## config.mk

```make
export PLATFORM = sky130hd
export DESIGN_NAME = valt_dly
export DESIGN_NICKNAME = d
export VERILOG_FILES = /design/src/hw/rtl/valt_pkg.sv /design/src/hw/rtl/valt_dly.sv
export SDC_FILE = /design/constraint.sdc
export NUM_CORES = 1
export LEC_CHECK = 0
export ABC_AREA = 1
export BUFFER_PORTS_ARGS = -buffer_cell sky130_fd_sc_hd__buf_4
export CORE_UTILIZATION = 32
export CTS_BUF_LIST = sky130_fd_sc_hd__clkbuf_16
export DETAILED_ROUTE_END_ITERATION = 8
export PLACE_DENSITY = 0.67
export SLEW_MARGIN = 0
export SYNTH_ARGS = -nofsm -noshare
export SYNTH_HDL_FRONTEND = slang
export SYNTH_SLANG_ARGS = --single-unit
```

## constraint.sdc

```tcl
create_clock -name clk -period 0.8 [get_ports clk]
set_clock_uncertainty 0.15 [all_clocks]
set_input_delay 0.12 -clock clk [delete_from_list [all_inputs] [get_ports clk]]
set_output_delay 0.12 -clock clk [all_outputs]
set_load 0.005 [all_outputs]
```

## src/hw/rtl/valt_pkg.sv

```systemverilog
// shared types, constants and tables for the axle load / tire force pipeline
// no dependencies
`default_nettype none

package valt_pkg;

    localparam int CFG_W     = 31;
    localparam int CFG_IDX_W = 3;

    typedef enum logic [CFG_IDX_W-1:0] {
        CFG_MASS       = 3'd0,
        CFG_FRONT_DIST = 3'd1,
        CFG_REAR_DIST  = 3'd2,
        CFG_COG_HEIGHT = 3'd3,
        CFG_GRAVITY    = 3'd4
    } cfg_idx_t;

    typedef enum logic [1:0] {
        ERR_NONE     = 2'd0,
        ERR_FRICTION = 2'd1,
        ERR_ZERO_VX  = 2'd2
    } err_code_t;

    localparam logic [CFG_W-1:0] RST_MASS       = 31'd65536000;
    localparam logic [CFG_W-1:0] RST_FRONT_DIST = 31'd78643;
    localparam logic [CFG_W-1:0] RST_REAR_DIST  = 31'd98304;
    localparam logic [CFG_W-1:0] RST_COG_HEIGHT = 31'd32768;
    localparam logic [CFG_W-1:0] RST_GRAVITY    = 31'd642908;

    localparam int MU_W = 18;
    localparam logic [MU_W-1:0] MU_LIMIT = 18'd163840;
    localparam int BC_W = 21;

    // cordic
    localparam int CORDIC_STEPS = 24;
    localparam int CORDIC_XBITS = 40;
    localparam int CORDIC_ONE   = 32;
    localparam int ANGLE_W      = 25;
    localparam int LAT_CORDIC   = CORDIC_STEPS + 2;

    // divider: 33 quotient bits, overflow stage and rounding stage
    localparam int DIV_QBITS = 33;
    localparam int LAT_DIV   = DIV_QBITS + 2;
    localparam int DIVA_NW   = 94;
    localparam int DIVA_DW   = 56;
    localparam int DIVB_NW   = 58;
    localparam int DIVB_DW   = 40;

    // stage numbers counted from the input register
    localparam int ST_DIVA_IN = 4;
    localparam int ST_FZ      = ST_DIVA_IN + LAT_DIV;
    localparam int ST_CF      = ST_FZ + 3;
    localparam int ST_Z       = 3 + LAT_CORDIC;
    localparam int ST_DIVB_IN = ST_Z + 1;
    localparam int LAT_TOTAL  = ST_DIVB_IN + LAT_DIV;

    function automatic logic [23:0] atan_entry(input int i);
        logic [23:0] a;
        case (i)
            0:  a = 24'd13176795;
            1:  a = 24'd7778716;
            2:  a = 24'd4110060;
            3:  a = 24'd2086331;
            4:  a = 24'd1047214;
            5:  a = 24'd524117;
            6:  a = 24'd262123;
            7:  a = 24'd131069;
            8:  a = 24'd65536;
            9:  a = 24'd32768;
            10: a = 24'd16384;
            11: a = 24'd8192;
            12: a = 24'd4096;
            13: a = 24'd2048;
            14: a = 24'd1024;
            15: a = 24'd512;
            16: a = 24'd256;
            17: a = 24'd128;
            18: a = 24'd64;
            19: a = 24'd32;
            20: a = 24'd16;
            21: a = 24'd8;
            22: a = 24'd4;
            23: a = 24'd2;
            default: a = 24'd0;
        endcase
        return a;
    endfunction

    // B*C in Q.16 per friction band
    function automatic logic [BC_W-1:0] band_bc(input logic [MU_W-1:0] mu);
        logic [BC_W-1:0] bc;
        if (mu < 18'd19661)
            bc = 21'd524288;
        else if (mu < 18'd32768)
            bc = 21'd655360;
        else if (mu < 18'd58983)
            bc = 21'd1808794;
        else if (mu < 18'd98304)
            bc = 21'd1245184;
        else
            bc = 21'd1135922;
        return bc;
    endfunction

endpackage

`default_nettype wire

```

## src/hw/rtl/valt_dly.sv

```systemverilog
// fixed-depth alignment delay with a common advance enable
// depends on valt_pkg
`default_nettype none

module valt_dly #(
    parameter int W = valt_pkg::MU_W,
    parameter int D = 1
) (
    input  logic         clk,
    input  logic         en,
    input  logic [W-1:0] din,
    output logic [W-1:0] dout
);
    import valt_pkg::*;

    logic [W-1:0] tap_reg [0:D-1];

    always_ff @(posedge clk)
    begin
        if (en)
        begin
            tap_reg[0] <= din;
            for (int k = 1; k < D; k++)
            begin
                tap_reg[k] <= tap_reg[k-1];
            end
        end
    end

    assign dout = tap_reg[D-1];

endmodule

`default_nettype wire

```

==> impl_metrics.env <==
export IMPL_status="finished, violations left"
export IMPL_violations="negative hold slack, negative setup slack"
export IMPL_slowest_stage="edfxtp_1"
export IMPL_nets=80
export IMPL_stdcell_count=75
export IMPL_die_w_um=43.10
export IMPL_hp_class="in -> reg"
export IMPL_wl_um=861
export IMPL_antenna_found_initial=0
export IMPL_grt_pass1_wl_um=1207
export IMPL_critPathTopFamily="flip-flops"
export IMPL_fillCellCount=117
export IMPL_slew_limit_headroom=0.8494
export IMPL_largest_register_ffs=18
export IMPL_min_period_ps=1025
export IMPL_syn2layout_area_growth_pct=71.76
export IMPL_yosysUniqueCellTypes=1
export IMPL_num_multi_input_gates=0
export IMPL_cts_tree="yes"
export IMPL_cts_made_buffers=3
export IMPL_placed_area_um2=838.3
export IMPL_vias=323
export IMPL_synth_seq_cells=18
export IMPL_grt_total_usage=0.09180
export IMPL_power_density_mw_per_mm2=2484
export IMPL_utilization=0.6023
export IMPL_synth_warnings=0
export IMPL_fin_crit_sh=1.281
export IMPL_port_buffers=37
export IMPL_syn_nets=38
export IMPL_synth_area_um2=540.5
export IMPL_cts_setup_buffers=0
export IMPL_antenna_left=0
export IMPL_worst_slack_ps=-225.2
export IMPL_rows=14
export IMPL_startpoint_type="flop"
export IMPL_cts_root_buf="clkbuf_16"
export IMPL_finalHoldViolations=18
export IMPL_dp_slack_ps=-32.76
export IMPL_setup_tns_ps=-3688
export IMPL_setup_viol=18
export IMPL_cp_max_fo=1
export IMPL_dp_cells=71
export IMPL_die_height_um=43.10
export IMPL_antenna_cells=0
export IMPL_avgViaCountPerCell=4.307
export IMPL_routedWlPerCell_um=11.48
export IMPL_grt_pass1_vias=320
export IMPL_ioPinCount=38
export IMPL_max_cap_violations=0
export IMPL_max_stage_delay_ps=370
export IMPL_p_total_mw=2.306
export IMPL_synth_seq_area_share=1.000
export IMPL_multi_input_area_um2=0
export IMPL_path_cells="buf_4"
export IMPL_dr_first_iter_drc_count=8
export IMPL_crit_type="reg -> out"
export IMPL_dr_pass1_iters=3
export IMPL_htree_levels=1
export IMPL_rsz0062_at_grt="yes"
export IMPL_dieArea_mm2=0.001858
export IMPL_critPathArrivalTime_ps=760
export IMPL_whs_ps=-97.39
export IMPL_grt_max_degree=19
export IMPL_clk_pin_slew_ps=50
export IMPL_grt_overflow=0
export IMPL_start_util=0.3506
export IMPL_worst_slew_pin_slew_ps=225.9
export IMPL_ir_worst_vdd_mv=1.446
export IMPL_fmax_mhz=975.4
export IMPL_worst_ep_required_time_ps=530
export IMPL_finalInstanceArea_um2=928.4
export IMPL_syn_instance_count=18
export IMPL_drt_drc_violations_left=0
export IMPL_core_area_mm2=0.001541
export IMPL_crit_buf_inv=1
export IMPL_p_leak_nw=0.3962
export IMPL_cp_end_kind="primary output"
export IMPL_routabilityCongestion=0.5486
export IMPL_drive_above_1_share=0.6780
export IMPL_clock_sinks=18
export IMPL_avgSynthCellArea_um2=30.03
export IMPL_maxSlewViolCount=0
export IMPL_cts_path_max_buffers=2
## worst paths after layout
check | start | endpoint | depth (start not counted)
min | din[14] | tap_reg[0][14] | 1
max | tap_reg[0][4] | dout[4] | 1
## per-layer routing
metal	vias up	part of all wire	track usage
li1	154	-	-
met5	-	0	0
met3	0	0.11	0.05106
met2	20	0.57	0.1642
met4	0	0	0.03636
met1	149	0.32	0.08403
## placed cells by master, fill, tap and decap left out
cell type / netlist / layout
clkbuf_16: 0 / 3
edfxtp_1: 18 / 18
buf_6: 0 / 3
clkinv_1: 0 / 1
buf_4: 0 / 34
## logic make-up after synthesis
| kind of cell | synth area share |
|---|---|
| DFF | 1.000 |
## power by group
part	internal (mW)	total [mW]	switching [mW]
combinational	0.145	0.206	0.0607
clock	0.662	0.957	0.295
sequential	1.12	1.14	0.0195
total	1.93	2.31	0.376
## layout make-up
cell class / instances / area [um2] / share of cell area
Sequential cell: 18 / 540.5 / 0.5822
Timing Repair Buffer: 37 / 289.0 / 0.3113
Clock buffer: 3 / 75.07 / 0.08086
Tap cell: 16 / 20.02 / 0.02156
Clock inverter: 1 / 3.754 / 0.004043
## Yosys cell counts
cell,count,area (um2)
edfxtp_1,18,540.5
## what timing repair did
action                                 CTS  global route
gates resized for setup                  0             3
setup endpoints to repair               18            18
gates cloned                             0             0
endpoints found under the hold margin   18            18
Note: power is estimated with default switching activity, not from simulation.
